<file path="src/hw/rtl/ccs_pkg.sv">
`timescale 1ns / 1ps
// ----------------------------------------------------------------------------
// ccs_pkg
// Widths, constants and controller/datapath interface types.
// ----------------------------------------------------------------------------
package ccs_pkg;

   localparam int RATING_W   = 12;
   localparam int DIFF_W     = RATING_W + 1;
   localparam int PROD_W     = 2 * DIFF_W;
   localparam int SQ_W       = 2 * RATING_W;
   localparam int SUM_W      = 48;
   localparam int ROOT_W     = SUM_W / 2;
   localparam int ROOT_EXT_W = SUM_W - 1;
   localparam int SIM_W      = 16;
   localparam int QUO_W      = 15;
   localparam int ONE_Q14    = 16384;

   localparam int SQRT_STEPS = SUM_W / 2;
   localparam int DIV_STEPS  = QUO_W;
   localparam int CNT_W      = $clog2(SQRT_STEPS);

   typedef struct packed {
      logic accept;
      logic sqrt_load;
      logic sqrt_step;
      logic den_load;
      logic div_load;
      logic div_step;
      logic out_load;
   } cmd_type;

   typedef struct packed {
      logic last_pending;
      logic den_zero;
      logic out_free;
   } status_type;

endpackage

</file>
<file path="src/hw/rtl/ccs_ctrl.sv">
`timescale 1ns / 1ps
// ----------------------------------------------------------------------------
// ccs_ctrl
// Sequencer: streams pairs, then steps the root, multiply and divide phases.
// ----------------------------------------------------------------------------
module ccs_ctrl
   import ccs_pkg::*;
(
   input  logic       clock,
   input  logic       reset,
   input  logic       req_valid,
   output logic       req_stall,
   input  status_type status,
   output cmd_type    cmd
);

   typedef enum logic [6:0] {
      ST_RUN       = 7'b0000001,
      ST_SQRT_INIT = 7'b0000010,
      ST_SQRT      = 7'b0000100,
      ST_MULT      = 7'b0001000,
      ST_DIV_INIT  = 7'b0010000,
      ST_DIV       = 7'b0100000,
      ST_DONE      = 7'b1000000
   } state_type;

   state_type        state_ff, state_in;
   logic [CNT_W-1:0] cnt_ff, cnt_in;

   // the last pair must finish accumulating before the roots read the sums
   assign req_stall = (state_ff != ST_RUN) || status.last_pending;

   always_comb begin
      state_in = state_ff;
      cnt_in   = cnt_ff;
      cmd      = '0;
      unique case (state_ff)
         ST_RUN: begin
            cmd.accept = req_valid && !req_stall;
            if (status.last_pending) begin
               state_in = ST_SQRT_INIT;
            end
         end
         ST_SQRT_INIT: begin
            cmd.sqrt_load = 1'b1;
            cnt_in        = '0;
            state_in      = ST_SQRT;
         end
         ST_SQRT: begin
            cmd.sqrt_step = 1'b1;
            cnt_in        = cnt_ff + 1'b1;
            if (cnt_ff == CNT_W'(SQRT_STEPS - 1)) begin
               state_in = ST_MULT;
            end
         end
         ST_MULT: begin
            cmd.den_load = 1'b1;
            state_in     = ST_DIV_INIT;
         end
         ST_DIV_INIT: begin
            cmd.div_load = 1'b1;
            cnt_in       = '0;
            state_in     = status.den_zero ? ST_DONE : ST_DIV;
         end
         ST_DIV: begin
            cmd.div_step = 1'b1;
            cnt_in       = cnt_ff + 1'b1;
            if (cnt_ff == CNT_W'(DIV_STEPS - 1)) begin
               state_in = ST_DONE;
            end
         end
         ST_DONE: begin
            if (status.out_free) begin
               cmd.out_load = 1'b1;
               state_in     = ST_RUN;
            end
         end
         default: begin
            state_in = ST_RUN;
         end
      endcase
   end

   always_ff @(posedge clock) begin
      if (reset) begin
         state_ff <= ST_RUN;
         cnt_ff   <= '0;
      end else begin
         state_ff <= state_in;
         cnt_ff   <= cnt_in;
      end
   end

endmodule

</file>
<file path="src/hw/rtl/ccs_datapath.sv">
`timescale 1ns / 1ps
// ----------------------------------------------------------------------------
// ccs_datapath
// Centering multipliers, saturating sums, two-lane root, restoring divider.
// ----------------------------------------------------------------------------
module ccs_datapath
   import ccs_pkg::*;
(
   input  logic                    clock,
   input  logic                    reset,
   input  cmd_type                 cmd,
   output status_type              status,
   input  logic [RATING_W-1:0]     req_rating_a,
   input  logic [RATING_W-1:0]     req_rating_b,
   input  logic                    req_first_item,
   input  logic                    req_last_item,
   output logic                    rsp_valid,
   input  logic                    rsp_stall,
   output logic signed [SIM_W-1:0] rsp_similarity,
   output logic                    rsp_zero_denominator
);

   // ---- stage 1: centering and products ----
   logic [RATING_W-1:0]      mean_a_ff, mean_b_ff;
   logic signed [DIFF_W-1:0] diff_a, diff_b;
   logic signed [PROD_W-1:0] prod_x, prod_a, prod_b;

   logic                     s1_valid_ff, s1_first_ff, s1_last_ff;
   logic                     s1_en_x_ff, s1_en_a_ff, s1_en_b_ff;
   logic signed [PROD_W-1:0] s1_x_ff;
   logic [SQ_W-1:0]          s1_a_ff, s1_b_ff;

   assign diff_a = $signed({1'b0, req_rating_a}) - $signed({1'b0, mean_a_ff});
   assign diff_b = $signed({1'b0, req_rating_b}) - $signed({1'b0, mean_b_ff});
   assign prod_x = diff_a * diff_b;
   assign prod_a = diff_a * diff_a;
   assign prod_b = diff_b * diff_b;

   always_ff @(posedge clock) begin
      if (reset) begin
         mean_a_ff   <= '0;
         mean_b_ff   <= '0;
         s1_valid_ff <= 1'b0;
      end else begin
         s1_valid_ff <= cmd.accept;
         if (cmd.accept && req_first_item) begin
            mean_a_ff <= req_rating_a;
            mean_b_ff <= req_rating_b;
         end
      end
   end

   always_ff @(posedge clock) begin
      if (cmd.accept) begin
         s1_first_ff <= req_first_item;
         s1_last_ff  <= req_last_item;
         s1_en_a_ff  <= req_rating_a != '0;
         s1_en_b_ff  <= req_rating_b != '0;
         s1_en_x_ff  <= (req_rating_a != '0) && (req_rating_b != '0);
         s1_x_ff     <= prod_x;
         s1_a_ff     <= prod_a[SQ_W-1:0];
         s1_b_ff     <= prod_b[SQ_W-1:0];
      end
   end

   // ---- stage 2: saturating accumulation ----
   logic signed [SUM_W-1:0] cross_sum_ff, cross_sum_in;
   logic [SUM_W-1:0]        sq_sum_a_ff, sq_sum_a_in;
   logic [SUM_W-1:0]        sq_sum_b_ff, sq_sum_b_in;
   logic signed [SUM_W:0]   cross_add;
   logic [SUM_W:0]          sq_add_a, sq_add_b;

   assign cross_add = $signed({cross_sum_ff[SUM_W-1], cross_sum_ff})
                    + $signed({{(SUM_W + 1 - PROD_W){s1_x_ff[PROD_W-1]}}, s1_x_ff});
   assign sq_add_a  = {1'b0, sq_sum_a_ff} + {{(SUM_W + 1 - SQ_W){1'b0}}, s1_a_ff};
   assign sq_add_b  = {1'b0, sq_sum_b_ff} + {{(SUM_W + 1 - SQ_W){1'b0}}, s1_b_ff};

   always_comb begin
      cross_sum_in = cross_sum_ff;
      sq_sum_a_in  = sq_sum_a_ff;
      sq_sum_b_in  = sq_sum_b_ff;
      if (s1_valid_ff) begin
         if (s1_first_ff) begin
            cross_sum_in = '0;
            sq_sum_a_in  = '0;
            sq_sum_b_in  = '0;
         end else begin
            if (s1_en_x_ff) begin
               if (cross_add[SUM_W] != cross_add[SUM_W-1]) begin
                  // overflow: clamp toward the sign of the true sum
                  cross_sum_in = cross_add[SUM_W] ? {1'b1, {(SUM_W - 1){1'b0}}}
                                                  : {1'b0, {(SUM_W - 1){1'b1}}};
               end else begin
                  cross_sum_in = cross_add[SUM_W-1:0];
               end
            end
            if (s1_en_a_ff) begin
               sq_sum_a_in = sq_add_a[SUM_W] ? '1 : sq_add_a[SUM_W-1:0];
            end
            if (s1_en_b_ff) begin
               sq_sum_b_in = sq_add_b[SUM_W] ? '1 : sq_add_b[SUM_W-1:0];
            end
         end
      end
   end

   always_ff @(posedge clock) begin
      if (reset) begin
         cross_sum_ff <= '0;
         sq_sum_a_ff  <= '0;
         sq_sum_b_ff  <= '0;
      end else begin
         cross_sum_ff <= cross_sum_in;
         sq_sum_a_ff  <= sq_sum_a_in;
         sq_sum_b_ff  <= sq_sum_b_in;
      end
   end

   // ---- integer square root, both sums side by side, one root bit a cycle ----
   logic [SUM_W-1:0]      rad_a_ff, rad_b_ff;
   logic [ROOT_EXT_W-1:0] root_a_ff, root_b_ff, bit_ff;
   logic [ROOT_EXT_W-1:0] trial_a, trial_b;
   logic                  ge_a, ge_b;

   // root bits always sit above the trial bit, so OR equals the sum
   assign trial_a = root_a_ff | bit_ff;
   assign trial_b = root_b_ff | bit_ff;
   assign ge_a    = rad_a_ff >= {1'b0, trial_a};
   assign ge_b    = rad_b_ff >= {1'b0, trial_b};

   always_ff @(posedge clock) begin
      if (cmd.sqrt_load) begin
         rad_a_ff  <= sq_sum_a_ff;
         rad_b_ff  <= sq_sum_b_ff;
         root_a_ff <= '0;
         root_b_ff <= '0;
         bit_ff    <= {1'b1, {(ROOT_EXT_W - 1){1'b0}}};
      end else if (cmd.sqrt_step) begin
         if (ge_a) begin
            rad_a_ff  <= rad_a_ff - {1'b0, trial_a};
            root_a_ff <= (root_a_ff >> 1) | bit_ff;
         end else begin
            root_a_ff <= root_a_ff >> 1;
         end
         if (ge_b) begin
            rad_b_ff  <= rad_b_ff - {1'b0, trial_b};
            root_b_ff <= (root_b_ff >> 1) | bit_ff;
         end else begin
            root_b_ff <= root_b_ff >> 1;
         end
         bit_ff <= bit_ff >> 2;
      end
   end

   // ---- denominator and magnitude of the cross sum ----
   logic [SUM_W-1:0] den_ff, mag_ff;
   logic             neg_ff;

   always_ff @(posedge clock) begin
      if (cmd.den_load) begin
         den_ff <= root_a_ff[ROOT_W-1:0] * root_b_ff[ROOT_W-1:0];
         neg_ff <= cross_sum_ff[SUM_W-1];
         mag_ff <= cross_sum_ff[SUM_W-1] ? SUM_W'(-cross_sum_ff) : SUM_W'(cross_sum_ff);
      end
   end

   // ---- restoring divide: (mag << 14) / den, one quotient bit a cycle ----
   logic [SUM_W:0]   rem_ff, rem_sub;
   logic [QUO_W-1:0] quo_ff;
   logic             sat_ff;
   logic             rem_ge;

   assign rem_ge  = rem_ff >= {1'b0, den_ff};
   assign rem_sub = rem_ge ? rem_ff - {1'b0, den_ff} : rem_ff;

   always_ff @(posedge clock) begin
      if (cmd.div_load) begin
         rem_ff <= {1'b0, mag_ff};
         quo_ff <= '0;
         // quotient of two or more: beyond what the steps resolve, clamps anyway
         sat_ff <= {1'b0, mag_ff} >= {den_ff, 1'b0};
      end else if (cmd.div_step) begin
         rem_ff <= {rem_sub[SUM_W-1:0], 1'b0};
         quo_ff <= {quo_ff[QUO_W-2:0], rem_ge};
      end
   end

   // ---- output register ----
   logic                    rsp_valid_ff;
   logic signed [SIM_W-1:0] rsp_sim_ff;
   logic                    rsp_zero_ff;
   logic [SIM_W-1:0]        q_clamp;
   logic signed [SIM_W-1:0] sim_value;

   always_comb begin
      if (sat_ff || ({1'b0, quo_ff} > SIM_W'(ONE_Q14))) begin
         q_clamp = SIM_W'(ONE_Q14);
      end else begin
         q_clamp = {1'b0, quo_ff};
      end
      sim_value = neg_ff ? -$signed(q_clamp) : $signed(q_clamp);
   end

   always_ff @(posedge clock) begin
      if (reset) begin
         rsp_valid_ff <= 1'b0;
      end else if (cmd.out_load) begin
         rsp_valid_ff <= 1'b1;
      end else if (!rsp_stall) begin
         rsp_valid_ff <= 1'b0;
      end
   end

   always_ff @(posedge clock) begin
      if (cmd.out_load) begin
         rsp_zero_ff <= status.den_zero;
         rsp_sim_ff  <= status.den_zero ? '0 : sim_value;
      end
   end

   assign rsp_valid            = rsp_valid_ff;
   assign rsp_similarity       = rsp_sim_ff;
   assign rsp_zero_denominator = rsp_zero_ff;

   assign status.last_pending = s1_valid_ff && s1_last_ff;
   assign status.den_zero     = den_ff == '0;
   assign status.out_free     = !rsp_valid_ff || !rsp_stall;

endmodule

</file>
<file path="src/hw/rtl/centered_cosine_similarity_core.sv">
`timescale 1ns / 1ps
// ----------------------------------------------------------------------------
// centered_cosine_similarity_core
// Streaming centered cosine similarity of two Q4.8 rating vectors.
// ----------------------------------------------------------------------------
// A vector starts with a pair flagged first_item that carries the two means;
// every later pair is taken one per cycle and accumulated through a two-stage
// multiply/accumulate pipe (zero ratings are skipped as unrated). After the
// pair flagged last_item is taken, the input stalls while the result is
// formed: accumulation finishes, then the two-lane square root runs (a
// load, then one root bit per cycle for 24 bits), then the root product
// is formed, then the restoring divider runs (a load, then one quotient
// bit per cycle for 15 bits), and finally the output register is loaded.
// That last step is held off, and the stall grows, while an earlier result
// is still stalled in the output register. A zero denominator skips the
// divider steps. The result is signed Q1.14 clamped to plus or minus one
// and waits in an output register until transferred; the next vector can
// stream in meanwhile.
// ----------------------------------------------------------------------------
module centered_cosine_similarity_core
   import ccs_pkg::*;
(
   input  logic                    clock,
   input  logic                    reset,
   input  logic                    req_valid,
   output logic                    req_stall,
   input  logic [RATING_W-1:0]     req_rating_a,
   input  logic [RATING_W-1:0]     req_rating_b,
   input  logic                    req_first_item,
   input  logic                    req_last_item,
   output logic                    rsp_valid,
   input  logic                    rsp_stall,
   output logic signed [SIM_W-1:0] rsp_similarity,
   output logic                    rsp_zero_denominator
);

   cmd_type    cmd;
   status_type status;

   ccs_ctrl u_ctrl (
      .clock     (clock),
      .reset     (reset),
      .req_valid (req_valid),
      .req_stall (req_stall),
      .status    (status),
      .cmd       (cmd)
   );

   ccs_datapath u_datapath (
      .clock                (clock),
      .reset                (reset),
      .cmd                  (cmd),
      .status               (status),
      .req_rating_a         (req_rating_a),
      .req_rating_b         (req_rating_b),
      .req_first_item       (req_first_item),
      .req_last_item        (req_last_item),
      .rsp_valid            (rsp_valid),
      .rsp_stall            (rsp_stall),
      .rsp_similarity       (rsp_similarity),
      .rsp_zero_denominator (rsp_zero_denominator)
   );

endmodule

</file>
<file path="config.mk">
export PLATFORM = sky130hd
export DESIGN_NAME = centered_cosine_similarity_core
export DESIGN_NICKNAME = d
export VERILOG_FILES = /design/src/hw/rtl/ccs_pkg.sv /design/src/hw/rtl/ccs_ctrl.sv /design/src/hw/rtl/ccs_datapath.sv /design/src/hw/rtl/centered_cosine_similarity_core.sv
export SDC_FILE = /design/constraint.sdc
export NUM_CORES = 2
export LEC_CHECK = 0
export BUFFER_PORTS_ARGS = -buffer_cell sky130_fd_sc_hd__buf_2
export CORE_MARGIN = 2
export CORE_UTILIZATION = 35
export CTS_CLUSTER_DIAMETER = 100
export DETAILED_ROUTE_END_ITERATION = 10
export GPL_TIMING_DRIVEN = 0
export MAX_ROUTING_LAYER = met4
export SYNTH_ARGS = -nofsm -noshare
export SYNTH_HDL_FRONTEND = slang
export SYNTH_HIERARCHICAL = 1
export SYNTH_SLANG_ARGS = --single-unit
</file>
<file path="constraint.sdc">
create_clock -name clock -period 9.2 [get_ports clock]
set_input_delay 0.46 -clock clock [delete_from_list [all_inputs] [get_ports clock]]
set_output_delay 0.46 -clock clock [all_outputs]
set_load 0.005 [all_outputs]
</file>
==> flow_summary.ini <==
[cells_and_area]
final_cell_area_um2 = 82600
nets = 10300
drive_above_1_share = 0.0366
multiInputGateArea_um2 = 53000
fillers = 21700
area_growth_pct = 9.42
regArea_um2 = 16400

[synthesis]
avgSynthCellArea_um2 = 8.83
netlist_area_um2 = 75500
netlist_instances = 8548
yosys_warnings = 6
synth_edf_count = 336
yosysSeqAreaShare = 0.218
synth-seq-cells = 652
ys_types = 87
synthesis.nets = 10200
ys_top_cells_by_area = fa_1 (24%), edfxtp_1 (13%), ha_1 (11%), dfxtp_1 (8.4%), inv_1 (6.5%)
yosys.area.top_type_share = 0.244
synthArstFlopShare = 0
synth_ff_type = edfxtp_1
synth_area_leader_cell = fa_1

[critical_path]
crit_family = adder cells
crit_fanout = 10
cpPeakStageDelay_ns = 0.82
cp.arrival_ns = 9.39
slowest_stage = clkinv_1
critPathLaunchType = register
r2r-start = u_datapath/root_a_ff[23]
cp.required_ns = 9.66
critical_path_class = register to register
path_buf_inv = 2
critPathLaunch = u_datapath/root_a_ff[23]
end_kind = register
cp_cell_sequence = clkbuf_1 > clkinv_1 > nor2_1 > ha_1 > fa_1 > fa_1 > fa_1 > fa_1 > fa_1 > fa_1 > ha_1 > nand4_1 > nor3_1 > nand4_1 > o32ai_1 > o211ai_1 > a21oi_1 > nor2_1 > o311ai_0 > a21o_1 > a311o_1 > xor2_1
cpMostUsedCell = fa_1

[clocking]
path_clk_slew_ns = 0.06
cts_sinks = 652
clk_path_buf_depth = 3
cts_tree = yes
htree_levels = 3
clock-root-buffer = clkbuf_16
clock_latency_ns = 0.70
numCtsBuffers = 81

[grt]
gr-total-overflow = 0
grt_pass1_vias = 62200
track_usage = 0.220
grt_max_degree = 80
antenna_found_initial = 9
grt_pass1_wl_um = 364000

[timing]
hold_ws_ns = 0.0503
fmax_ghz = 0.112
setup_viol = 0
slew_violations = 0
period_share = 0.971
clock_skew_ns = 0.0323
tightestPinTransition_ns = 1.42
slew_headroom = 0.0447
hold_viol_final = 0
finalCriticalPeriod_ns = 8.93

[routing]
drc = 0
antenna_left = 0
drt-total-wl_um = 235000
viasPerCell = 5.32
firstDrtPassIters = 6
drt-initial-drc-count = 4972
wl_per_cell_um = 20.2
vias = 61700

[worst_hold_path]
hp-class = input pin to register
hp-start = req_rating_b[11]

[placed_design]
place_hpwl_um = 189000
gp_congestion = 0.973
port_buffers = 48
placed_area_um2 = 79500

[floorplan]
dieWidth_um = 468
coreArea_um2 = 214000
row_count = 170
start_util = 0.352
io_pins = 49
die_area_um2 = 219000
die_y_um = 468

[status]
status = complete, no violations

[run]
drv_cap = 0
## synth_stat cells, types with 25 or more instances
cell type and count:
and2_1 183, a21boi_0 25, nand2b_1 90, o21ai_0 413, xnor2_1 265, inv_1 1299, edfxtp_1 336, mux2i_1 101
o21bai_1 41, nand2_1 1093, xor2_1 115, a211oi_1 84, ha_1 677, nand4_1 67, and3_1 45, dfxtp_1 316
a311oi_1 41, nor2_1 663, o21a_1 57, a31oi_1 49, nor2b_1 58, o31ai_1 44, clkbuf_1 326, fa_1 918
nor4_1 31, o211ai_1 25, a21o_1 173, nand3_1 85, or3_1 34, a21oi_1 466, nor3_1 99
## cells in the final DEF (no fill, tap or decap), types with 85 or more instances in the layout
cell type  synthesis  final
a21o_1           173    173
a21oi_1          466    465
and2_1           183    183
clkbuf_1         326    315
clkbuf_16          0     85
dfxtp_1          316    316
edfxtp_1         336    336
fa_1             918    918
ha_1             677    677
inv_1           1299   1295
mux2i_1          101    101
nand2_1         1093   1091
nand2b_1          90     90
nand3_1           85     85
nor2_1           663    661
nor3_1            99     97
o21ai_0          413    411
xnor2_1          265    255
xor2_1           115    114
## worst paths after layout
path	cells after the start	slack, ns	end
worst max-delay path	22	0.27	u_datapath/den_ff[46]
worst min-delay path	3	0.05	u_datapath/mean_b_ff[11]
worst max register to register	22	0.27	u_datapath/den_ff[46]
worst min register to register	2	0.46	u_datapath/mean_b_ff[6]
## tightest hold or removal path, cell delays in order
cell,delay (ns)
buf_2,0.12
nand2_1,0.05
a21oi_1,0.05
## cells by family after synthesis
| logic type | Yosys count | synth area share |
|---|---|---|
| other | 1 | 0.0000497 |
| DFF | 652 | 0.218 |
| adders and majority gates | 1595 | 0.356 |
| xor gates and xnor gates | 380 | 0.0441 |
| buffers and inverters | 1670 | 0.0832 |
| AOI/OAI and AO/OA | 1611 | 0.134 |
| muxes | 107 | 0.0143 |
| and+or+nand+nor | 2532 | 0.151 |
## metal layers
layer  GRT usage  up-vias  wire [um]
met5           -        -          0
met4      0.0844        0      10100
met3      0.0331      460      16400
met2       0.345     2135     107000
met1       0.287    30600     101000
li1            -    28500          -
## area by class of cell
cell class,instances,share of cell area
Multi-Input combinational cell,6226,0.641
Sequential cell,652,0.199
Inverter,1314,0.0601
Tap cell,2838,0.0430
Clock buffer,109,0.0279
Buffer,345,0.0163
Timing Repair Buffer,73,0.00688
Clock inverter,40,0.00541
Antenna cell,8,0.000242
## through the flow
| stage | setup WS, ns | TNS, ns | util | instances |
|---|---|---|---|---|
| after detailed placement | -1.22 | -8.96 | 0.371 | 11400 |
| after floorplan | 1.24 | 0 | - | 8548 |
| after global routing | -0.0232 | -0.0416 | 0.385 | 11600 |
| final | 0.266 | 0 | 0.385 | 11600 |
| after global placement | -2.04 | -120.50 | 0.370 | 11400 |
| after CTS | 0.0763 | 0 | 0.384 | 11600 |
## sequential cells by signal, summed over array words and instances, names as in the netlist, 7 cells and up
register                   cells
u_ctrl/state_ff                7
u_datapath/mag_ff             48
u_datapath/s1_a_ff            23
u_datapath/s1_b_ff            23
u_datapath/rem_ff             49
u_datapath/sq_sum_b_ff        48
u_datapath/quo_ff             15
u_datapath/mean_b_ff          12
u_datapath/rad_b_ff           48
u_datapath/bit_ff             24
u_datapath/mean_a_ff          12
u_datapath/sq_sum_a_ff        48
u_datapath/rad_a_ff           48
u_datapath/root_a_ff          47
u_datapath/cross_sum_ff       48
u_datapath/rsp_similarity     16
u_datapath/s1_x_ff            26
u_datapath/root_b_ff          47
u_datapath/den_ff             48
## what timing repair did
item                                   in CTS  in global routing
gates resized for setup                    20                 58
endpoints found under the hold margin       3                  0
hold buffers                                3                  0
pin swaps                                   1                  2
buffers inserted                            3                 10
setup endpoints to repair                  14                 16
Power is not shown: default switching activity piles up to over one toggle a cycle in this logic, so the estimate is an artifact.
